**config.mk**
```make
export PLATFORM = sky130hd
export DESIGN_NAME = ppc_front
export DESIGN_NICKNAME = d
export VERILOG_FILES = /design/src/rtl/ppc_pkg.sv /design/src/rtl/ppc_front.sv
export SDC_FILE = /design/constraint.sdc
export NUM_CORES = 1
export LEC_CHECK = 0
export BUFFER_PORTS_ARGS = -buffer_cell sky130_fd_sc_hd__buf_4
export CAP_MARGIN = 20
export CORE_MARGIN = 4
export CORE_UTILIZATION = 53
export DETAILED_ROUTE_END_ITERATION = 8
export HOLD_SLACK_MARGIN = 0.03
export PLACE_DENSITY = 0.88
export SLEW_MARGIN = 20
export SYNTH_ARGS = -nofsm -noshare
export SYNTH_HDL_FRONTEND = slang
export SYNTH_SLANG_ARGS = --single-unit
```
**constraint.sdc**
```tcl
create_clock -name clk -period 6.2 [get_ports clk]
set_input_delay 0.93 -clock clk [delete_from_list [all_inputs] [get_ports clk]]
set_output_delay 0.93 -clock clk [all_outputs]
set_load 0.01 [all_outputs]
```
**src/rtl/ppc_pkg.sv**
```systemverilog
`default_nettype none
// ----------------------------------------------------------------------------
// Pursuit controller package
// Shared widths, register indexes, the vectoring arctangent table and the
// record that travels down the row of vectoring cells.
// ----------------------------------------------------------------------------
package ppc_pkg;

  localparam int VECTORING_STEPS = 16;
  localparam int ATAN_ENTRIES    = 24;
  localparam int CELLS = (VECTORING_STEPS < ATAN_ENTRIES) ? VECTORING_STEPS : ATAN_ENTRIES;
  localparam int STEP_W = $clog2(ATAN_ENTRIES);

  // Vector components carry signed Q16.8 offsets plus growth headroom.
  localparam int CW = 28;

  localparam logic [16:0] INV_GAIN_Q16 = 17'd39797;
  localparam logic [16:0] DIST_MAX     = 17'd92681;

  localparam logic [15:0] LINEAR_GAIN_RST   = 16'd6554;
  localparam logic [15:0] ANGULAR_GAIN_RST  = 16'd32768;
  localparam logic [15:0] STOP_DISTANCE_RST = 16'd3277;

  typedef enum logic [1:0] {
    CFG_LINEAR_GAIN   = 2'd0,
    CFG_ANGULAR_GAIN  = 2'd1,
    CFG_STOP_DISTANCE = 2'd2
  } cfg_index_t;

  typedef struct packed {
    logic signed [CW-1:0] x;
    logic signed [CW-1:0] y;
    logic [31:0]          z;
    logic                 zero;
    logic [15:0]          heading;
  } cord_t;

  function automatic logic [31:0] atan_angle(input logic [STEP_W-1:0] idx);
    logic [31:0] a;
    unique case (idx)
      5'd0:  a = 32'h20000000;
      5'd1:  a = 32'h12E4051E;
      5'd2:  a = 32'h09FB385B;
      5'd3:  a = 32'h051111D4;
      5'd4:  a = 32'h028B0D43;
      5'd5:  a = 32'h0145D7E1;
      5'd6:  a = 32'h00A2F61E;
      5'd7:  a = 32'h00517C55;
      5'd8:  a = 32'h0028BE53;
      5'd9:  a = 32'h00145F2F;
      5'd10: a = 32'h000A2F98;
      5'd11: a = 32'h000517CC;
      5'd12: a = 32'h00028BE6;
      5'd13: a = 32'h000145F3;
      5'd14: a = 32'h0000A2FA;
      5'd15: a = 32'h0000517D;
      5'd16: a = 32'h000028BE;
      5'd17: a = 32'h0000145F;
      5'd18: a = 32'h00000A30;
      5'd19: a = 32'h00000518;
      5'd20: a = 32'h0000028C;
      5'd21: a = 32'h00000146;
      5'd22: a = 32'h000000A3;
      5'd23: a = 32'h00000051;
      default: a = 32'h00000000;
    endcase
    return a;
  endfunction

endpackage
`default_nettype wire

```
**src/rtl/ppc_front.sv**
```systemverilog
`default_nettype none
// ----------------------------------------------------------------------------
// Pursuit controller input stage
// Registers a request, forms the position offset in signed Q16.8 and folds the
// left half plane onto the right one before vectoring starts.
// ----------------------------------------------------------------------------
module ppc_front
  import ppc_pkg::*;
(
  input  logic        clk,
  input  logic        rst,
  input  logic        in_valid,
  output logic        in_stall,
  input  logic [15:0] leader_x,
  input  logic [15:0] leader_y,
  input  logic [15:0] follower_x,
  input  logic [15:0] follower_y,
  input  logic [15:0] follower_heading,
  input  logic        dn_advance,
  output logic        out_valid,
  output cord_t       out_data
);

  logic                 take;
  logic signed [16:0]   dx;
  logic signed [16:0]   dy;
  logic signed [CW-1:0] xs;
  logic signed [CW-1:0] ys;
  cord_t                data_next;

  assign take     = !out_valid || dn_advance;
  assign in_stall = !take;

  always_comb begin
    dx = $signed({1'b0, leader_x}) - $signed({1'b0, follower_x});
    dy = $signed({1'b0, leader_y}) - $signed({1'b0, follower_y});
    xs = CW'(dx) <<< 8;
    ys = CW'(dy) <<< 8;
    data_next.heading = follower_heading;
    data_next.zero    = (dx == 17'sd0) && (dy == 17'sd0);
    if (dx < 17'sd0) begin
      data_next.x = -xs;
      data_next.y = -ys;
      data_next.z = 32'h80000000;
    end else begin
      data_next.x = xs;
      data_next.y = ys;
      data_next.z = 32'h00000000;
    end
  end

  always_ff @(posedge clk) begin
    if (rst) begin
      out_valid <= 1'b0;
    end else if (take) begin
      out_valid <= in_valid;
    end
    if (take && in_valid) begin
      out_data <= data_next;
    end
  end

endmodule
`default_nettype wire

```
==> metrics.txt <==
run status=finished clean; Design Power=1.37 mW; mapped cell area=0.00465 sq mm; Worst Hold Class=flop to flop; Longest Clk Path Bufs=2; Post-Place Cells=726; I/O Pins=about 190; Slew @ Worst Pin=~780 ps; clock root cell=clkbuf_8; FF+latch count, synth=between 50 and 60; Tot GR Track Use=0.213; RSZ-0062 raised after global routing=false; clock share of power=0.241; largest net degree at the start of global routing=just under 60; Total Wirelength=between 10 and 15 mm; fmax=~250 MHz; FP Rows=33; # setup viols final=0; Main synth FF type=edfxtp_1; Die X=102 microns; CP Capture Type=flop; clk_lat worst skew=around 340 ps; Clk pin slew, worst setup/hold paths=80 ps; Pins Over Slew Limit=0; commonest non-fill, non-tap cell in the layout=buf_4; crit path max fanout=21; Gate power share=0.369; initial antenna violation count=0; CTS tree=yes; CP arrival=4010 ps; net switching power=about 0.45 mW; die extent in y=slightly above 100 microns; Initial Util=0.554; # clock sinks=59; static leakage=around 2.7 nW; IO buf count=143; Final Cycle Share=0.635; Req. time, crit path=~6300 ps; Rel. slew slack=0.483; Final GP Congestion=a little over 0.9; syn avg cell area=roughly 9.6 sq um; Synth area leader=edfxtp_1; Post-Syn Instances=between 400 and 500; via count=approximately 4100; worst vdd ir=~0.1 mV; Power Dens Cells=~230 mW/mm^2; yosys warns=0; type of element launching the critical path=input port; synth unique cells=55; first-pass GRT wire length=about 17 mm; Synth top area share=0.375; vias in the first global route=3777; share of layout cells above drive strength 1=0.264; Synth area leaders=edfxtp_1 37%, ha_1 10%, buf_4 7.6%, xnor2_1 5.5%, xor2_1 4.0%; Post-synth ARST share=0; die area=~0.010 sq mm; Period minus WS final=3940 ps; P&R area growth vs syn=25.6%; most frequent cells in the layout=144 x buf_4, 58 x edfxtp_1, 50 x conb_1; htree depth=3; GRT Residual Overflow=0; cell internal pwr=just over 0.9 mW; setup TNS=0 ps; Post-synth EDFFs=between 50 and 60; fin util=0.697; Crit Reg-Reg Endpoint=out_data[75]$_DFFE_PP_; hold path start=out_valid$_SDFFE_PP0N_; worst slack at placement=around 2000 ps; Worst Hold Depth=3; Seq/Total Area, Yosys=0.379; r2r worst-path depth=3; 1st-iter DRT viols=300; Antenna Nets Post-Route=0; non-filler cells, final=742; Via density=about 5.5; Post-CTS Setup Bufs=0; Core Area=between 0.008 and 0.009 sq mm; Switching Fraction=0.328; Hold-fix buffers, CTS=0; Hold Fails Final Rpt=0; Nets=~760; sequential share of power=0.390; R2R Setup Slk=between 4000 and 5000 ps; final worst slack=2260 ps; post-CTS sizing=0; CTS Buf Count=9; Worst Hold Endpoint=out_valid$_SDFFE_PP0N_; wire length per cell=between 15 and 20 microns; clk_skew=14.0 ps; Post-route DRC=0; Final HPWL DP=roughly 9 mm; worst r2r src=out_valid$_SDFFE_PP0N_; max cap viols=0; critical path class=input port to flop; Diodes inserted=0; Pre-Repair DR Iteration Count=5
## cell type report
| cell class | instances | area, sq um |
|---|---|---|
| Fill cell | 644 | 2540 |
| Multi-Input combinational cell | 377 | 2530 |
| Sequential cell | 59 | 1760 |
| Timing Repair Buffer | 144 | 1080 |
| Inverter | 41 | 154 |
| Tap cell | 105 | 131 |
| Clock buffer | 9 | 124 |
| Clock inverter | 7 | 58.8 |
## worst max-delay path: stages
cell and delay [ps]:
buf_4 80, inv_1 30, ha_1 230, fa_1 410, nor2b_1 210, o311a_1 260
o21ai_1 130, a41oi_1 300, a21o_1 160, a21o_1 620, inv_2 310, o31ai_1 170
xnor2_1 160
## power groups by stage
| stage | logic (mW) | registers, mW | clock network (mW) |
|---|---|---|---|
| after floorplan | 0.308 | 0.564 | 0 |
| after global placement | 0.483 | 0.540 | 0 |
| after detailed placement | 0.497 | 0.541 | 0 |
| after CTS | 0.501 | 0.534 | 0.333 |
| after global routing | 0.551 | 0.537 | 0.354 |
| final | 0.504 | 0.533 | 0.330 |
## flip-flops by register name, indices dropped and copies added, names as in the netlist
signal / count
out_data: 58
out_valid: 1
## cells by family (layout without fill, tap and decap cells)
group           after synthesis  in the layout  share of synthesized area
mux                           2              2                    0.00431
xor+xnor                     50             50                     0.0942
fa+ha+maj                    39             39                      0.108
other cells                   1             50                   0.000807
buf+inv                      99            201                      0.118
flops                        59             59                      0.379
simple gates                120            120                      0.132
compound gates              116            116                      0.163
## Yosys cell counts (4+ instances only)
master,n
inv_1,40
or3_1,5
buf_4,47
nand2b_1,7
and2_1,7
nand2_1,29
a31oi_1,5
a21o_1,14
o31ai_1,4
edfxtp_1,58
nand3_1,10
o21ai_0,11
nor2b_1,8
ha_1,37
o211ai_1,6
a211oi_1,4
a21oi_1,36
xor2_1,21
clkbuf_1,10
xnor2_1,29
nor2_1,28
o21ai_1,13
nor4_1,4
nor3_1,8
## through the flow
step	area [sq um]	hold WS [ps]
floorplan	4830	667
CTS	5840	731
finish	5840	712
global route	5840	746
detailed placement	5660	723
global placement	5660	657
## worst max path at each step
stage | endpoint | cells past startpoint | from | slack (ps)
after floorplan | out_data[0]$_DFFE_PP_ | 2 | dn_advance | 2110
after global placement | out_data[72]$_DFFE_PP_ | 13 | leader_x[0] | 2100
after detailed placement | out_data[69]$_DFFE_PP_ | 13 | leader_x[0] | 1960
after CTS | out_data[90]$_DFFE_PP_ | 13 | leader_x[0] | 2270
after global routing | out_data[90]$_DFFE_PP_ | 13 | leader_x[0] | 2060
final | out_data[90]$_DFFE_PP_ | 13 | leader_x[0] | 2260
## metal layers
metal,vias to the layer above,track usage,wire [microns],part of all wire
met2,251,0.363,5420,0.47
met3,20,0.0420,1220,0.11
met4,0,0.0726,203,0.018
met1,1869,0.272,4580,0.40
li1,1926,-,-,-
met5,-,0,0,0
Note: power is estimated with default switching activity, not from simulation.
