### src/rtl/ppc_pkg.sv
`default_nettype none
// ----------------------------------------------------------------------------
// Pursuit controller package
// Shared widths, register indexes, the vectoring arctangent table and the
// record that travels down the row of vectoring cells.
// ----------------------------------------------------------------------------
package ppc_pkg;

  localparam int VECTORING_STEPS = 16;
  localparam int ATAN_ENTRIES    = 24;
  localparam int CELLS = (VECTORING_STEPS < ATAN_ENTRIES) ? VECTORING_STEPS : ATAN_ENTRIES;
  localparam int STEP_W = $clog2(ATAN_ENTRIES);

  // Vector components carry signed Q16.8 offsets plus growth headroom.
  localparam int CW = 28;

  localparam logic [16:0] INV_GAIN_Q16 = 17'd39797;
  localparam logic [16:0] DIST_MAX     = 17'd92681;

  localparam logic [15:0] LINEAR_GAIN_RST   = 16'd6554;
  localparam logic [15:0] ANGULAR_GAIN_RST  = 16'd32768;
  localparam logic [15:0] STOP_DISTANCE_RST = 16'd3277;

  typedef enum logic [1:0] {
    CFG_LINEAR_GAIN   = 2'd0,
    CFG_ANGULAR_GAIN  = 2'd1,
    CFG_STOP_DISTANCE = 2'd2
  } cfg_index_t;

  typedef struct packed {
    logic signed [CW-1:0] x;
    logic signed [CW-1:0] y;
    logic [31:0]          z;
    logic                 zero;
    logic [15:0]          heading;
  } cord_t;

  function automatic logic [31:0] atan_angle(input logic [STEP_W-1:0] idx);
    logic [31:0] a;
    unique case (idx)
      5'd0:  a = 32'h20000000;
      5'd1:  a = 32'h12E4051E;
      5'd2:  a = 32'h09FB385B;
      5'd3:  a = 32'h051111D4;
      5'd4:  a = 32'h028B0D43;
      5'd5:  a = 32'h0145D7E1;
      5'd6:  a = 32'h00A2F61E;
      5'd7:  a = 32'h00517C55;
      5'd8:  a = 32'h0028BE53;
      5'd9:  a = 32'h00145F2F;
      5'd10: a = 32'h000A2F98;
      5'd11: a = 32'h000517CC;
      5'd12: a = 32'h00028BE6;
      5'd13: a = 32'h000145F3;
      5'd14: a = 32'h0000A2FA;
      5'd15: a = 32'h0000517D;
      5'd16: a = 32'h000028BE;
      5'd17: a = 32'h0000145F;
      5'd18: a = 32'h00000A30;
      5'd19: a = 32'h00000518;
      5'd20: a = 32'h0000028C;
      5'd21: a = 32'h00000146;
      5'd22: a = 32'h000000A3;
      5'd23: a = 32'h00000051;
      default: a = 32'h00000000;
    endcase
    return a;
  endfunction

endpackage
`default_nettype wire

### src/rtl/ppc_back.sv
`default_nettype none
// ----------------------------------------------------------------------------
// Pursuit controller output stages
// Removes the vectoring gain, applies the stop test and both gains, and
// holds the result register toward the consumer.
// ----------------------------------------------------------------------------
module ppc_back
  import ppc_pkg::*;
(
  input  logic               clk,
  input  logic               rst,
  input  logic               in_valid,
  input  cord_t              in_data,
  output logic               up_advance,
  input  logic [15:0]        linear_gain,
  input  logic [15:0]        angular_gain,
  input  logic [15:0]        stop_distance,
  output logic               out_valid,
  input  logic               out_stall,
  output logic [16:0]        forward_speed,
  output logic signed [15:0] turn_rate,
  output logic               stopped
);

  // Distance product stage.
  logic                    valid_d;
  logic signed [CW+16:0]   dist_prod;
  logic                    zero_d;
  logic [15:0]             err_d;
  // Gain product stage.
  logic                    valid_e;
  logic [32:0]             fwd_prod;
  logic signed [32:0]      tr_prod;
  logic                    stop_e;

  logic                    adv_d;
  logic                    adv_e;
  logic                    adv_o;
  logic [15:0]             bearing;
  logic signed [CW+16:0]   dist_round;
  logic signed [20:0]      dist_s;
  logic [16:0]             distance;
  logic [33:0]             fwd_round;
  logic signed [32:0]      tr_round;

  assign adv_o      = !out_valid || !out_stall;
  assign adv_e      = !valid_e || adv_o;
  assign adv_d      = !valid_d || adv_e;
  assign up_advance = adv_d;

  always_comb begin
    bearing    = in_data.zero ? 16'd0 : 16'((in_data.z + 32'h00008000) >> 16);
    dist_round = dist_prod + (CW+17)'(1 << 23);
    dist_s     = dist_round[CW+16:24];
    if (zero_d || dist_s < 21'sd0) begin
      distance = 17'd0;
    end else if (dist_s > $signed({4'd0, DIST_MAX})) begin
      distance = DIST_MAX;
    end else begin
      distance = dist_s[16:0];
    end
    fwd_round = {1'b0, fwd_prod} + 34'd32768;
    tr_round  = tr_prod + 33'sd32768;
  end

  always_ff @(posedge clk) begin
    if (rst) begin
      valid_d   <= 1'b0;
      valid_e   <= 1'b0;
      out_valid <= 1'b0;
    end else begin
      if (adv_d) begin
        valid_d <= in_valid;
      end
      if (adv_e) begin
        valid_e <= valid_d;
      end
      if (adv_o) begin
        out_valid <= valid_e;
      end
    end
    if (adv_d && in_valid) begin
      dist_prod <= in_data.x * $signed(INV_GAIN_Q16);
      zero_d    <= in_data.zero;
      err_d     <= bearing - in_data.heading;
    end
    if (adv_e && valid_d) begin
      fwd_prod <= distance * linear_gain;
      tr_prod  <= $signed(err_d) * $signed({1'b0, angular_gain});
      stop_e   <= ({1'b0, stop_distance} > distance);
    end
    if (adv_o && valid_e) begin
      forward_speed <= stop_e ? 17'd0 : fwd_round[32:16];
      turn_rate     <= tr_round[31:16];
      stopped       <= stop_e;
    end
  end

endmodule
`default_nettype wire

### config.mk
export PLATFORM = sky130hd
export DESIGN_NAME = ppc_back
export DESIGN_NICKNAME = d
export VERILOG_FILES = /design/src/rtl/ppc_pkg.sv /design/src/rtl/ppc_back.sv
export SDC_FILE = /design/constraint.sdc
export NUM_CORES = 2
export LEC_CHECK = 0
export BUFFER_PORTS_ARGS = -buffer_cell sky130_fd_sc_hd__buf_2
export CAP_MARGIN = 30
export CORE_MARGIN = 3
export CORE_UTILIZATION = 60
export CTS_BUF_LIST = sky130_fd_sc_hd__clkbuf_2 sky130_fd_sc_hd__clkbuf_4 sky130_fd_sc_hd__clkbuf_8
export CTS_CLUSTER_DIAMETER = 100
export DETAILED_ROUTE_END_ITERATION = 16
export PLACE_DENSITY = 0.78
export SLEW_MARGIN = 10
export SYNTH_ARGS = -nofsm -noshare
export SYNTH_HDL_FRONTEND = slang
export SYNTH_SLANG_ARGS = --single-unit
### constraint.sdc
create_clock -name clk -period 12.9 [get_ports clk]
set_clock_uncertainty 0.2 [all_clocks]
set_input_delay 1.29 -clock clk [delete_from_list [all_inputs] [get_ports clk]]
set_output_delay 1.29 -clock clk [all_outputs]
set_load 0.005 [all_outputs]
==> flow_metrics.py <==
metrics = {
    "worst_setup_path": {
        "cpMostUsedCell": "sky130_fd_sc_hd__fa_1",
        "timing.critical_path.required_ps": 12920,
        "r2r_slack_ps": 3380,
        "critical_path.max_stage_delay_ps": 530,
        "timing.critical_path.arrival_ps": 9540,
        "r2r_end": "fwd_prod[32]",
        "critPathTopFamily": "adder cells",
        "crit_path_start_kind": "register",
        "path_class": "register to register",
        "worstReg2RegStart": "dist_prod[24]",
        "rr_worst_depth": 34,
        "crit_path_max_fanout": 17,
        "critical_path.n_buffers_inverters": 6,
        "endpoint_kind": "register",
        "slowest_stage": "sky130_fd_sc_hd__fa_1",
    },
    "sta": {
        "hold_viol": 0,
        "timing.fmax_mhz": 105,
        "layout_min_cycle_time_ps": 9520,
        "final_critical_path_share_of_the_clock_period": 0.738,
        "worst_case_headroom_to_the_max_slew_limit": 0.448,
        "fin_setup_tns_ps": 0,
        "grt_setup_unrepaired": "no",
        "setup_viol": 0,
        "tightestPinTransition_ps": 828,
        "final_max_slew_viol_count": 0,
    },
    "job": {
        "total_of_max_cap_violations": 0,
    },
    "placement": {
        "placed_cells": 4106,
        "buffer_ports.inserted": 149,
        "globalplace.congestion": 0.939,
        "hpwlAfterDp_um": 58300,
    },
    "die": {
        "initial_standard_cell_utilization_of_the_core": 0.613,
        "die_w_um": 236,
        "total_die_area_um2": 55900,
        "ios": 193,
        "design.core.area_um2": 51900,
        "std_cell_rows": 83,
        "fp.dieH_um": 236,
    },
    "detailed_routing": {
        "routed_via_count": 22500,
        "initial_drt_markers": 1218,
        "detail_route.drc_violations": 0,
        "detail-route-antenna-nets": 0,
        "drt_pre_antenna_iters": 6,
        "detail_route.vias_per_cell": 5.44,
        "routedWlPerCell_um": 17.0,
        "drt_wl_total_um": 70100,
    },
    "clocking": {
        "cts_resized": 0,
        "clk_pin_slew_worst_paths_ps": 100,
        "cts-root-to-sink-buffers": 2,
        "tritoncts_clock_tree": "done",
        "htree_levels": 3,
        "numCtsBuffers": 9,
        "numClockSinks": 112,
        "cts_setup_buffers": 0,
        "cts.root.buffer_cell": "sky130_fd_sc_hd__clkbuf_8",
        "cts_hold_repair.buffers": 0,
        "insertion_delay_ps": 420,
    },
    "worst_hold_path": {
        "min_delay_path_class": "register to register",
        "hold-path-cell-count": 2,
        "hold_path.startpoint": "valid_d",
        "worstHoldEndpoint": "valid_e",
    },
    "global_route": {
        "grt_max_degree": 40,
        "grt_first_pass_wirelength_um": 118000,
        "grt_use_total": 0.261,
        "number_of_global_route_vias_before_repair": 23900,
        "globalRouteOverflowTotal": 0,
        "initial_antenna_violation_count": 2,
    },
    "finish": {
        "final_net_count": 4655,
        "fraction_of_layout_instances_using_a_drive_strength_above_1": 0.0630,
        "flow.area_growth_from_synthesis_pct": 5.11,
        "post_layout_nonfiller_instances": 4127,
        "filler_cell_count": 4245,
    },
    "pwr": {
        "vdd.ir_drop.worst_mv": 0.279,
        "total_power_mw": 8.96,
        "leakagePower_nw": 17.2,
        "powerDensity_nw_per_um2": 268,
    },
    "yosys": {
        "synth_top_area_frac": 0.389,
        "synth_top_cells_by_count": "sky130_fd_sc_hd__inv_1 (845), sky130_fd_sc_hd__fa_1 (618), sky130_fd_sc_hd__ha_1 (439), sky130_fd_sc_hd__nand2_1 (360), sky130_fd_sc_hd__and2_1 (221)",
        "ys_warn_count": 0,
        "ys_async_sr_fraction": 0,
        "seq_area_frac_synth": 0.105,
        "most_frequently_used_flop_master_after_synthesis": "sky130_fd_sc_hd__edfxtp_1",
        "netlist_top_cells_area": "sky130_fd_sc_hd__fa_1 (39%), sky130_fd_sc_hd__ha_1 (17%), sky130_fd_sc_hd__edfxtp_1 (10%)",
        "syn-instance-count": 3345,
        "synth_edf_count": 109,
        "dominant_cell_type_by_area_after_synthesis": "sky130_fd_sc_hd__fa_1",
        "synth_most_common_cell": "sky130_fd_sc_hd__inv_1",
        "number_of_nets_produced_by_synthesis": 4559,
        "syn-mean-instance-area_um2": 9.52,
        "mapped_area_um2": 31800,
        "ys_ff_latch": 112,
        "number_of_distinct_library_cells_after_synthesis": 77,
    },
    "status": {
        "outcome": "complete, no violations",
    },
}
==> worst register-to-register path: cells and delay by family (launching register included) <==
family          cells  cell delay, ps
simple gates        9            2110
compound gates     10            2310
mux                 1             140
buf+inv             6             520
fa+ha+maj           8            3630
flops               1             420
==> layout make-up <==
class | count | area [um2] | share of cell area
clock inverters | 5 | 48.8 | 0.00146
flip-flops and latches | 112 | 3330 | 0.0996
diodes | 1 | 2.50 | 0.0000748
well taps | 680 | 851 | 0.0254
inverters | 845 | 3170 | 0.0948
repair buffers | 172 | 940 | 0.0281
clock buffers | 11 | 145 | 0.00434
multi-input cells | 2301 | 25000 | 0.746
==> cell families (layout without fill, tap and decap cells) <==
| kind of cell | Yosys count | in the layout | synth area share |
|---|---|---|---|
| compound gates | 230 | 230 | 0.0492 |
| xor+xnor | 129 | 129 | 0.0355 |
| fa+ha+maj | 1057 | 1057 | 0.561 |
| buf+inv | 932 | 1033 | 0.112 |
| flops | 112 | 112 | 0.105 |
| mux | 3 | 3 | 0.00102 |
| other cells | 0 | 1 | 0 |
| simple gates | 882 | 882 | 0.137 |
==> power by group <==
group | total, mW | internal (mW) | switching, mW | leakage, nW
registers | 1.03 | 0.886 | 0.141 | 1.07
logic | 7.73 | 3.43 | 4.30 | 16.0
clock network | 0.209 | 0.0817 | 0.128 | 0.101
total | 8.96 | 4.40 | 4.57 | 17.2
==> worst max-delay path by stage <==
stage | startpoint | end | slack [ps] | cells after the start
6_report | dist_prod[24] | fwd_prod[32] | 3380 | 34
4_1_cts | dist_prod[24] | fwd_prod[32] | 3400 | 34
5_1_grt | dist_prod[24] | fwd_prod[32] | 2820 | 34
2_1_floorplan | dist_prod[23] | fwd_prod[28] | 4430 | 34
3_3_place_gp | dist_prod[24] | fwd_prod[32] | 3600 | 34
3_5_place_dp | dist_prod[24] | fwd_prod[32] | 3400 | 34
==> state kept, by name, summed over array words and instances (netlist names), 16 cells and up <==
name	flops
turn_rate	16
fwd_prod	18
tr_prod	17
forward_speed	17
dist_prod	22
err_d	16
==> through the flow <==
stage	setup slack, ps	hold WS (ps)	utilization	instance area, um2
3_5_place_dp	3400	258	0.640	33200
6_report	3380	287	0.645	33500
3_3_place_gp	3600	247	0.640	33200
4_1_cts	3400	277	0.643	33400
5_1_grt	2820	314	0.645	33500
2_1_floorplan	4430	224	-	31800
==> layout by cell type, fill, tap and decap left out, types with 10 or more instances in the layout <==
| cell type | count |
|---|---|
| sky130_fd_sc_hd__xnor2_1 | 73 |
| sky130_fd_sc_hd__edfxtp_1 | 109 |
| sky130_fd_sc_hd__a21o_1 | 26 |
| sky130_fd_sc_hd__ha_1 | 439 |
| sky130_fd_sc_hd__a21oi_1 | 63 |
| sky130_fd_sc_hd__buf_2 | 150 |
| sky130_fd_sc_hd__clkbuf_8 | 10 |
| sky130_fd_sc_hd__and2_1 | 220 |
| sky130_fd_sc_hd__o21a_1 | 16 |
| sky130_fd_sc_hd__o21ai_0 | 40 |
| sky130_fd_sc_hd__nor2b_1 | 17 |
| sky130_fd_sc_hd__or3_1 | 10 |
| sky130_fd_sc_hd__inv_1 | 845 |
| sky130_fd_sc_hd__fa_1 | 618 |
| sky130_fd_sc_hd__nor3_1 | 14 |
| sky130_fd_sc_hd__nand3_1 | 55 |
| sky130_fd_sc_hd__nand4_1 | 24 |
| sky130_fd_sc_hd__nand2_1 | 360 |
| sky130_fd_sc_hd__buf_4 | 19 |
| sky130_fd_sc_hd__xor2_1 | 56 |
| sky130_fd_sc_hd__nand2b_1 | 28 |
| sky130_fd_sc_hd__nor2_1 | 93 |
| sky130_fd_sc_hd__and3_1 | 25 |
==> routing by layer <==
layer / share of wire / vias up / track usage
met1: 0.42 / 11100 / 0.355
met4: 0.026 / 2 / 0.0799
met3: 0.090 / 115 / 0.0614
met5: 0.00019 / - / 0
li1: - / 10400 / -
met2: 0.46 / 825 / 0.421
(Power assumes the default switching activity.)
