`src/rtl/ppc_pkg.sv`:
```
`default_nettype none
// ----------------------------------------------------------------------------
// Pursuit controller package
// Shared widths, register indexes, the vectoring arctangent table and the
// record that travels down the row of vectoring cells.
// ----------------------------------------------------------------------------
package ppc_pkg;

  localparam int VECTORING_STEPS = 16;
  localparam int ATAN_ENTRIES    = 24;
  localparam int CELLS = (VECTORING_STEPS < ATAN_ENTRIES) ? VECTORING_STEPS : ATAN_ENTRIES;
  localparam int STEP_W = $clog2(ATAN_ENTRIES);

  // Vector components carry signed Q16.8 offsets plus growth headroom.
  localparam int CW = 28;

  localparam logic [16:0] INV_GAIN_Q16 = 17'd39797;
  localparam logic [16:0] DIST_MAX     = 17'd92681;

  localparam logic [15:0] LINEAR_GAIN_RST   = 16'd6554;
  localparam logic [15:0] ANGULAR_GAIN_RST  = 16'd32768;
  localparam logic [15:0] STOP_DISTANCE_RST = 16'd3277;

  typedef enum logic [1:0] {
    CFG_LINEAR_GAIN   = 2'd0,
    CFG_ANGULAR_GAIN  = 2'd1,
    CFG_STOP_DISTANCE = 2'd2
  } cfg_index_t;

  typedef struct packed {
    logic signed [CW-1:0] x;
    logic signed [CW-1:0] y;
    logic [31:0]          z;
    logic                 zero;
    logic [15:0]          heading;
  } cord_t;

  function automatic logic [31:0] atan_angle(input logic [STEP_W-1:0] idx);
    logic [31:0] a;
    unique case (idx)
      5'd0:  a = 32'h20000000;
      5'd1:  a = 32'h12E4051E;
      5'd2:  a = 32'h09FB385B;
      5'd3:  a = 32'h051111D4;
      5'd4:  a = 32'h028B0D43;
      5'd5:  a = 32'h0145D7E1;
      5'd6:  a = 32'h00A2F61E;
      5'd7:  a = 32'h00517C55;
      5'd8:  a = 32'h0028BE53;
      5'd9:  a = 32'h00145F2F;
      5'd10: a = 32'h000A2F98;
      5'd11: a = 32'h000517CC;
      5'd12: a = 32'h00028BE6;
      5'd13: a = 32'h000145F3;
      5'd14: a = 32'h0000A2FA;
      5'd15: a = 32'h0000517D;
      5'd16: a = 32'h000028BE;
      5'd17: a = 32'h0000145F;
      5'd18: a = 32'h00000A30;
      5'd19: a = 32'h00000518;
      5'd20: a = 32'h0000028C;
      5'd21: a = 32'h00000146;
      5'd22: a = 32'h000000A3;
      5'd23: a = 32'h00000051;
      default: a = 32'h00000000;
    endcase
    return a;
  endfunction

endpackage
`default_nettype wire

```
`src/rtl/ppc_cell.sv`:
```
`default_nettype none
// ----------------------------------------------------------------------------
// Pursuit controller vectoring cell
// One rotation step: drives y toward zero and accumulates the rotated angle.
// ----------------------------------------------------------------------------
module ppc_cell
  import ppc_pkg::*;
(
  input  logic              clk,
  input  logic              rst,
  input  logic [STEP_W-1:0] step,
  input  logic              in_valid,
  input  cord_t             in_data,
  output logic              up_advance,
  input  logic              dn_advance,
  output logic              out_valid,
  output cord_t             out_data
);

  logic signed [CW-1:0] xs;
  logic signed [CW-1:0] ys;
  logic [31:0]          ang;
  cord_t                data_next;

  assign up_advance = !out_valid || dn_advance;

  always_comb begin
    xs  = in_data.x >>> step;
    ys  = in_data.y >>> step;
    ang = atan_angle(step);
    data_next = in_data;
    if (!in_data.y[CW-1]) begin
      data_next.x = in_data.x + ys;
      data_next.y = in_data.y - xs;
      data_next.z = in_data.z + ang;
    end else begin
      data_next.x = in_data.x - ys;
      data_next.y = in_data.y + xs;
      data_next.z = in_data.z - ang;
    end
  end

  always_ff @(posedge clk) begin
    if (rst) begin
      out_valid <= 1'b0;
    end else if (up_advance) begin
      out_valid <= in_valid;
    end
    if (up_advance && in_valid) begin
      out_data <= data_next;
    end
  end

endmodule
`default_nettype wire

```
`config.mk`:
```
export PLATFORM = sky130hd
export DESIGN_NAME = ppc_cell
export DESIGN_NICKNAME = d
export VERILOG_FILES = /design/src/rtl/ppc_pkg.sv /design/src/rtl/ppc_cell.sv
export SDC_FILE = /design/constraint.sdc
export NUM_CORES = 1
export LEC_CHECK = 0
export ABC_AREA = 1
export BUFFER_PORTS_ARGS = -buffer_cell sky130_fd_sc_hd__buf_4
export CORE_MARGIN = 4
export CORE_UTILIZATION = 45
export DETAILED_ROUTE_END_ITERATION = 6
export PLACE_DENSITY = 0.66
export SLEW_MARGIN = 20
export SYNTH_ARGS = -nofsm -noshare
export SYNTH_HDL_FRONTEND = slang
export SYNTH_SLANG_ARGS = --single-unit
```
`constraint.sdc`:
```
create_clock -name clk -period 16.8 [get_ports clk]
set_input_delay 0.84 -clock clk [delete_from_list [all_inputs] [get_ports clk]]
set_output_delay 0.84 -clock clk [all_outputs]
set_load 0.02 [all_outputs]
```
==> reports/qor.yml, run 1 <==
antenna_found_initial: 1
max_stage_delay_ps: 600
crit_type: "in2reg"
post-place-ws_ps: 10640
port_buffers: 220
cts_buffers: 9
cts_root_buf: "clkbuf_16"
cts_hold_buf: 0
clockBufferDepth: 2
synth_flop_cell: "edfxtp_1"
diodes: 0
place_congestion: 0.962
synth_top_area_cell: "edfxtp_1"
maxCapViolations: 0
num-fill-cells: 3037
avgSynthCellArea_um2: 6.61
wl_per_cell_um: 17.4
setup_tns_ps: 0
postPlaceCellArea_um2: 15300
required_ps: 16940
cts_sinks: 106
die_h_um: 182
num_vias: 14400
seq_area_frac_synth_pct: 23.3
seq_area_um2: 3170
drt_pass1_iterations: 6
yosys_register_bits: 106
path_common_cell: "nand2_1"
cts_max_level: 3
detail-route-antenna-nets: 0
ys_async_sr_fraction_pct: 0
syn_area_um2: 13600
io_pins: 221
synth_nets: 2276
syn2layout_area_growth_pct: 14.9
fin_skew_ps: 16.7
powerDensity_nw_per_um2: 86.0
fin_area_um2: 15600
grt_pass1_wl_mm: 71.6
fp.dieW_um: 182
synthTopCellsByArea: "edfxtp_1, nand2_1, nand3_1"
rsz0062_at_grt: "no"
peakVddDrop_mv: 0.0527
synth_top_cell_area_share_pct: 23.2
post_cts_buffers: 0
num-nets-final: 2441
grt_pass1_vias: 13600
multi_input_area_um2: 9310
coreArea_um2: 29700
clk-insertion-delay-late_ps: 380
setup_ws_ps: 10800
dp_hpwl_mm: 37.1
cp_max_fo: 53
fmaxAchievable_mhz: 167
grtUsageTotal_pct: 26.6
start_util_pct: 45.8
drc: 0
worstMarginPinSlew_ps: 1060
relSlewSlack_pct: 29.2
grt_max_degree: 68
netlist_top_cells_count: "nand2_1, nand3_1, inv_1, nor2_1, a21oi_1"
yosysWarnings: 0
cts_tree: "done"
synthCells: 2060
cp_slowest_cell: "a21boi_0"
min_path_type: "reg2reg"
synth.most_common_cell: "nand2_1"
postRouteWirelength_mm: 45.7
drive_gt1_share_pct: 15.1
status: "completed"
die_area_um2: 33100
slew_viol_final: 0
overflow: 0
power_leakage_nw: 7.75
min_period_over_period_pct: 35.7
min_period_ps: 6000
finalNonFillerCells: 2620
clkTransAtPathRegs_ps: 90
critPathArrivalTime_ps: 6140
hold_viol_final: 0
dp_cells: 2604
synth.distinct_cells: 59
cts_resized: 0
synth-edff-count: 105
drt_iter0_drc: 1321
start_kind: "primary input"
endpoint_kind: "flip-flop"
routed_via_density: 5.51
finalSetupViolCount: 0
num_rows: 63
## routing by layer
metal | wire length (um) | GRT usage [%] | up-vias
li1 | - | - | 7206
met1 | 19500 | 34.8 | 6615
met2 | 22000 | 46.3 | 523
met3 | 2770 | 3.02 | 82
met4 | 1410 | 8.14 | 2
met5 | 17 | 0 | -
## stage by stage
stage / total power [mW] / util, % / hold WS, ps
after global routing: 1.44 / 52.6 / 582
after global placement: 1.12 / 51.6 / 525
after detailed placement: 1.12 / 51.6 / 530
final: 1.34 / 52.6 / 547
after floorplan: 0.896 / - / 705
after CTS: 1.35 / 52.6 / 550
## state kept, by name, indices dropped and copies added (netlist names)
signal / cells
out_data: 105
out_valid: 1
## worst max-delay path: cells and delay by family
kind	cells	cell delay (ps)
fa+ha+maj	2	560
simple gates	15	2030
compound gates	3	1180
buf+inv	7	1480
## final timing paths
kind / from / end / slack, ps / cells past startpoint
setup / recovery: step[1] / out_data[104] / 10800 / 27
hold / removal: out_valid / out_valid / 550 / 2
setup reg to reg: out_valid / out_data[91] / 14630 / 3
hold reg to reg: out_valid / out_valid / 550 / 2
## layout make-up
| type | instances | share of cell area, % |
|---|---|---|
| Multi-Input combinational cell | 1706 | 59.5 |
| Sequential cell | 106 | 20.3 |
| Clock inverter | 7 | 0.600 |
| Clock buffer | 9 | 1.44 |
| Tap cell | 390 | 3.12 |
| Timing Repair Buffer | 224 | 10.8 |
| Inverter | 178 | 4.29 |
## power by group
group          switching (mW)  leakage [nW]  internal (mW)
registers              0.0139          1.02          0.371
logic                   0.462          6.58          0.268
clock network           0.121         0.154          0.109
total                   0.596          7.75          0.748
## kinds of logic after synthesis
family	count (synthesis)	share of synthesized area, %
buf+inv	248	8.43
compound gates	281	11.9
xor+xnor	134	8.62
fa+ha+maj	102	9.54
simple gates	1189	38.2
flops	106	23.3
## cells in the final DEF, fill, tap and decap left out, types with 3 or more instances in the layout
cell type / netlist / routed
nor3_1: 12 / 12
buf_4: 7 / 224
clkinv_8: 0 / 3
fa_1: 3 / 3
inv_2: 20 / 20
o21ai_1: 21 / 21
nor2_4: 5 / 5
a21boi_0: 5 / 5
nand2_2: 23 / 23
o21bai_1: 4 / 4
o21ai_0: 72 / 72
a21oi_1: 128 / 127
xnor2_1: 53 / 53
o211ai_1: 7 / 7
o21ai_2: 3 / 3
nand2_1: 656 / 656
ha_1: 99 / 99
xor2_1: 81 / 81
a31oi_1: 7 / 7
o21a_1: 9 / 9
clkbuf_16: 0 / 9
edfxtp_1: 105 / 105
clkinv_1: 4 / 4
nor2_1: 142 / 142
nand3_1: 281 / 281
inv_1: 153 / 153
nand3b_1: 5 / 5
nand4_1: 18 / 18
a21o_1: 8 / 8
nand3_2: 9 / 9
nor2_2: 21 / 21
nor4_1: 6 / 6
Power figures use the tool's default switching activity.
==> inputs of run 2 (changes only) <==
Settings changed: PLACE_DENSITY 0.66 to 0.68.
Clock period 16.8 ns to 5.46 ns, I/O delays scaled along.
==> run 2 against run 1 <==
- global-route usage increased by 0.88 points
- power increased to 3.1 times the previous value
- sequential cell count unchanged
- combinational power increased to 3.1 times the previous value
- utilization increased by 0.59 points
- critical endpoint unchanged
==> reports/qor.yml, run 2 (synthesized netlist as in run 1, its figures left out) <==
num_rows: 63  # unchanged
drt_iter0_drc: 1165  # was 1321
finalNonFillerCells: 2641  # was 2620
relSlewSlack_pct: 48.8  # was 29.2%
critPathArrivalTime_ps: 5020  # was 6140 ps
peakVddDrop_mv: 0.143  # was 0.0527 mV
fp.dieW_um: 182  # unchanged
cts_root_buf: "clkbuf_16"  # unchanged
hold_viol_final: 0  # unchanged
drc: 0  # unchanged
powerDensity_nw_per_um2: 263  # was 86.0 nW/um^2
grt_max_degree: 65  # was 68
grt_pass1_vias: 13800  # was 13600
final_cell_mix: "nand2_1, nand3_1, buf_4"  # unchanged
overflow: 0  # unchanged
num_vias: 14500  # was 14400
diodes: 0  # unchanged
min_period_over_period_pct: 89.5
ff2ff_setup_slack_ps: 3920  # was 14630 ps
start_kind: "primary input"  # unchanged
hold_path_end: "out_valid"  # unchanged
clockBufferDepth: 2  # unchanged
clkTransAtPathRegs_ps: 80  # was 90 ps
cts_resized: 0  # unchanged
status: "completed"  # unchanged
finalSetupViolCount: 0  # unchanged
dp_cells: 2625  # was 2604
io_pins: 221  # unchanged
drt_pass1_iterations: 6  # unchanged
coreArea_um2: 29700  # unchanged
dp_hpwl_mm: 37.9  # was 37.1 mm
die_h_um: 182  # unchanged
num-nets-final: 2462  # was 2441
grtUsageTotal_pct: 27.5  # was 26.6%
start_util_pct: 45.8  # unchanged
worstMarginPinSlew_ps: 767  # was 1060 ps
detail-route-antenna-nets: 0  # unchanged
fmaxAchievable_mhz: 205
worstReg2RegEnd: "out_data[93]"  # was out_data[91]
reg2reg_from: "out_valid"  # unchanged
postRouteWirelength_mm: 46.5  # was 45.7 mm
reg2reg_depth: 2  # was 3
grt_pass1_wl_mm: 73.8  # was 71.6 mm
setup_tns_ps: 0  # unchanged
worstHoldPathCells: 2  # unchanged
required_ps: 5590  # was 16940 ps
antenna_found_initial: 0  # was 1
cts_buffers: 9  # unchanged
maxCapViolations: 0  # unchanged
cts_max_level: 3  # unchanged
die_area_um2: 33100  # unchanged
top_regs: "out_data x105, out_valid x1"  # unchanged
power_leakage_nw: 7.86  # was 7.75 nW
cts_tree: "done"  # unchanged
post_cts_buffers: 0  # unchanged
crit_type: "in2reg"  # unchanged
drive_gt1_share_pct: 15.9  # was 15.1%
syn2layout_area_growth_pct: 16.1  # was 14.9%
fin_skew_ps: 9.91  # was 16.7 ps
endpoint_kind: "flip-flop"  # unchanged
routed_via_density: 5.49  # was 5.51
rsz0062_at_grt: "no"  # unchanged
min_period_ps: 4890
clk-insertion-delay-late_ps: 370  # was 380 ps
min_from: "rst"  # was out_valid
cp_max_fo: 52  # was 53
cts_hold_buf: 0  # unchanged
cts_sinks: 106  # unchanged
top_register: "out_data"  # unchanged
final_common_cell: "nand2_1"  # unchanged
port_buffers: 220  # unchanged
largest_reg_flops: 105  # unchanged
place_congestion: 0.959  # was 0.962
slew_viol_final: 0  # unchanged
wl_per_cell_um: 17.6  # was 17.4 um
min_path_type: "in2reg"  # was reg2reg
run 2: changes by cell type in the layout (fill, tap and decap cells not counted):
cell,before,now
buf_12,0,2
buf_4,224,243
inv_6,2,0
clkinv_4,0,2
clkinvlp_4,0,1
inv_12,1,0
run 2: worst max-delay path by stage:
stage	from	to	slack [ps]	depth (start not counted)
4_1_cts	step[1]	out_data[104]	710	27
5_1_grt	step[1]	out_data[104]	190	27
3_3_place_gp	step[1]	out_data[104]	350	27
6_report	step[1]	out_data[104]	570	27
3_5_place_dp	step[1]	out_data[104]	350	27
2_1_floorplan	step[0]	out_data[45]	1540	24
run 2: where the power goes:
group | leakage [nW] | internal (mW) | switching, mW
Clock | 0.146 | 0.327 | 0.360
Combinational | 6.69 | 0.852 | 1.44
Sequential | 1.02 | 1.14 | 0.0436
run 2: cell type report:
cell class | count | area, um^2
Fill cell | 3064 | 13900
Multi-Input combinational cell | 1706 | 9310
Sequential cell | 106 | 3170
Timing Repair Buffer | 245 | 1860
Inverter | 178 | 671
Tap cell | 390 | 488
Clock buffer | 9 | 225
Clock inverter | 7 | 85.1
run 2: metal layers:
metal  up-vias  global-route usage, %  share of wire, %
li1       7251                      -                 -
met1      6685                   36.2                43
met2       505                   47.7                49
met3        71                   2.70               5.5
met4         0                   8.74               2.9
met5         -                      0                 0
run 2: through the flow:
step | setup WS [ps] | utilization [%] | total power, mW | instance area [um^2] | hold WS, ps
2_1_floorplan | 1540 | - | 2.75 | 13600 | 342
3_3_place_gp | 354 | 52.2 | 3.47 | 15500 | 428
3_5_place_dp | 347 | 52.2 | 3.48 | 15500 | 432
4_1_cts | 713 | 53.2 | 4.17 | 15800 | 26.0
5_1_grt | 194 | 53.2 | 4.47 | 15800 | 23.0
6_report | 572 | 53.2 | 4.16 | 15800 | 41.8
run 2: worst max-delay path: stages:
cell and delay, ps:
buf_4 130, buf_4 310, nor2_2 510, o211ai_1 200
nand3_1 130, nand2_1 60, nand2_1 70, inv_1 40
nand2_1 180, inv_1 90, ha_1 270, inv_1 40
o21ai_0 490, inv_1 100, ha_1 300, nand2_1 60
o21ai_0 120, nand3_1 100, nand3b_1 190, nand3_1 120
nand2_1 100, a21boi_0 550, inv_1 200, nand2_1 100
nand2_1 70, nand3_1 90, nand2_1 70
==> inputs of run 3 (changes only) <==
Settings changed: ABC_AREA 1 to not set, BUFFER_PORTS_ARGS -buffer_cell sky130_fd_sc_hd__buf_4 to -buffer_cell sky130_fd_sc_hd__buf_2, HOLD_SLACK_MARGIN set to 0.08.
==> run 3 against run 2 <==
- synthesized cell count shrank 29%
- largest cell class unchanged
- cell count is 12% lower
- design area grew 11%
- critical path depth is 2 lower
- worst hold slack gained 110 ps
- clock power is 5.4% higher
- via count is 6.0% lower
- sequential cell count stayed put
- maximum frequency is 4.0% lower
- routed wire length increased by 3.8%
- synthesized area decreased by 0.18%
- power rose by 3.9%
==> reports/qor.yml, run 3 <==
multi_input_area_um2: 9840  # was 9310 um^2
seq_area_um2: 3170  # unchanged
drt_pass1_iterations: 5  # was 6
largest_reg_flops: 105  # unchanged
seq_area_frac_synth_pct: 23.3  # about the same
path_buf_inv: 5  # was 7
cts_buffers: 9  # unchanged
min_period_over_period_pct: 93.2  # was 89.5%
diodes: 0  # unchanged
post-place-ws_ps: -20.8  # was 347 ps
fin_area_um2: 17600  # was 15800 um^2
syn2layout_area_growth_pct: 29.6  # was 16.1%
fin_skew_ps: 9.77  # was 9.91 ps
yosysWarnings: 0  # unchanged
grt_max_degree: 57  # was 65
dp_hpwl_mm: 38.5  # was 37.9 mm
synth.distinct_cells: 88  # was 59
finalSetupViolCount: 0  # unchanged
crit_start: "step[1]"  # unchanged
slew_viol_final: 0  # unchanged
final_common_cell: "buf_4"  # was nand2_1
coreArea_um2: 29700  # unchanged
required_ps: 5600  # was 5590 ps
wl_per_cell_um: 20.8  # was 17.6 um
die_h_um: 182  # about the same
synth_flop_cell: "edfxtp_1"  # unchanged
drive_gt1_share_pct: 34.7  # was 15.9%
place_congestion: 1.01  # was 0.959
drt_iter0_drc: 1065  # was 1165
final_cell_mix: "buf_4, buf_2, nor2_1"  # was nand2_1, nand3_1, buf_4
worstReg2RegEnd: "out_data[96]"  # was out_data[93]
synthCells: 1453  # was 2060
cp_top_family: "compound AO/OA/AOI/OAI gates"  # was simple AND/OR/NAND/NOR gates
avgSynthCellArea_um2: 9.35  # was 6.61 um^2
clockBufferDepth: 2  # unchanged
worstMarginPinSlew_ps: 1010  # was 767 ps
top_register: "out_data"  # unchanged
synth_nets: 1669  # was 2276
seq_power_share_pct: 26.8  # was 28.5%
cp_max_fo: 40  # was 52
fin_util_pct: 59.3  # was 53.2%
maxCapViolations: 0  # unchanged
drc: 0  # unchanged
relSlewSlack_pct: 32.6  # was 48.8%
io_pins: 221  # unchanged
hold_ws_ps: 147  # was 41.8 ps
setup_ws_ps: 370  # was 572 ps
worstHoldPathCells: 3  # was 2
cts_root_buf: "clkbuf_16"  # unchanged
status: "completed"  # unchanged
ff2ff_setup_slack_ps: 3300  # was 3920 ps
cts_max_level: 3  # unchanged
clkTransAtPathRegs_ps: 100  # was 80 ps
top_regs: "out_data x105, out_valid x1"  # unchanged
start_util_pct: 45.7  # was 45.8%
endpoint_kind: "flip-flop"  # unchanged
setup_tns_ps: 0  # unchanged
num_rows: 63  # unchanged
min_period_ps: 5090  # was 4890 ps
grt_pass1_vias: 13800  # about the same
postRouteWirelength_mm: 48.2  # was 46.5 mm
hold_viol_final: 0  # unchanged
internal_power_mw: 2.57  # was 2.32 mW
num-fill-cells: 2695  # was 3064
grt_pass1_wl_mm: 76.3  # was 73.8 mm
synth.most_common_cell: "nor2_1"  # was nand2_1
reg2reg_depth: 3  # was 2
antenna_found_initial: 1  # was 0
powerDensity_nw_per_um2: 245  # was 263 nW/um^2
min_from: "in_valid"  # was rst
num-nets-final: 2138  # was 2462
ys_async_sr_fraction_pct: 0  # unchanged
hold_path_end: "out_valid"  # unchanged
power_leakage_nw: 7.68  # was 7.86 nW
grtUsageTotal_pct: 28.8  # was 27.5%
clock_power_share_pct: 16.7  # was 16.5%
detail-route-antenna-nets: 0  # unchanged
reg2reg_from: "out_valid"  # unchanged
cp_slowest_cell: "mux4_2"  # was a21boi_0
postPlaceCellArea_um2: 17100  # was 15500 um^2
num_vias: 13600  # was 14500
cts_sinks: 106  # unchanged
power_switching_mw: 1.75  # was 1.84 mW
min_path_type: "in2reg"  # unchanged
comb_power_share_pct: 56.5  # was 55.0%
max_stage_delay_ps: 530  # was 550 ps
switching_share_pct: 40.5  # was 44.3%
start_kind: "primary input"  # unchanged
syn_area_um2: 13600  # about the same
post_cts_buffers: 0  # unchanged
fp.dieW_um: 182  # about the same
overflow: 0  # unchanged
die_area_um2: 33000  # was 33100 um^2
netlist_top_cells_count: "nor2_1, a21oi_1, edfxtp_1, nand2_1, ha_1"  # was nand2_1, nand3_1, inv_1, nor2_1, a21oi_1
critPathArrivalTime_ps: 5230  # was 5020 ps
port_buffers: 220  # unchanged
clk-insertion-delay-late_ps: 380  # was 370 ps
fmaxAchievable_mhz: 196  # was 205 MHz
peakVddDrop_mv: 0.139  # was 0.143 mV
routed_via_density: 5.89  # was 5.49
synth_top_cell_area_share_pct: 23.2  # about the same
synth-edff-count: 105  # unchanged
synth_top_area_cell: "edfxtp_1"  # unchanged
synthTopCellsByArea: "edfxtp_1, mux4_2, ha_1"  # was edfxtp_1, nand2_1, nand3_1
cts_tree: "done"  # unchanged
yosys_register_bits: 106  # unchanged
crit_type: "in2reg"  # unchanged
==> run 3: timing repair <==
| item | 4_1_cts | 5_1_grt |
|---|---|---|
| endpoints found under the setup margin | 0 | 2 |
| hold endpoints to repair | 18 | 0 |
| gates resized for setup | 0 | 4 |
| hold buffers | 18 | 0 |
==> run 3: logic make-up after synthesis <==
logic type,synth area share (%)
simple gates,15.7
xor+xnor,9.27
fa+ha+maj,9.56
buf+inv,4.52
compound gates,20.2
mux,17.4
flops,23.3
==> run 3: layout make-up <==
class	instances	share of cell area, %
multi-input cells	1222	55.8
repair buffers	538	20.6
flip-flops and latches	106	18.0
well taps	390	2.77
clock buffers	9	1.28
inverters	45	0.980
clock inverters	7	0.547
==> run 3: routing by layer <==
metal	vias up	global-route usage [%]	share of wire (%)
met1	6518	37.0	41
li1	6475	-	-
met3	100	3.85	6.7
met4	0	10.9	3.5
met2	553	49.7	49
met5	-	0	0
==> run 3: worst max path at each step <==
stage               cells past startpoint             to
finish                                 25  out_data[104]
CTS                                    25  out_data[104]
global route                           23   out_data[48]
detailed placement                     25  out_data[104]
floorplan                              24   out_data[48]
global placement                       24   out_data[47]
==> run 3: power by group through the flow <==
stage | Clock, mW | Combinational (mW) | Sequential, mW
2_1_floorplan | 0 | 1.30 | 1.38
3_3_place_gp | 0 | 2.38 | 1.17
3_5_place_dp | 0 | 2.41 | 1.18
4_1_cts | 0.745 | 2.43 | 1.16
5_1_grt | 0.775 | 2.66 | 1.17
6_report | 0.724 | 2.44 | 1.16
==> run 3: per-stage QoR <==
| stage | instances | total power [mW] |
|---|---|---|
| global route | 2317 | 4.61 |
| floorplan | 1453 | 2.68 |
| detailed placement | 2283 | 3.59 |
| CTS | 2317 | 4.34 |
| global placement | 2283 | 3.55 |
| finish | 2317 | 4.32 |
==> run 3: worst register-to-register path, cell delays in order (launching register included) <==
cell      delay [ps]
dfxtp_1          320
nand2b_1         100
and2_4           600
buf_4            710
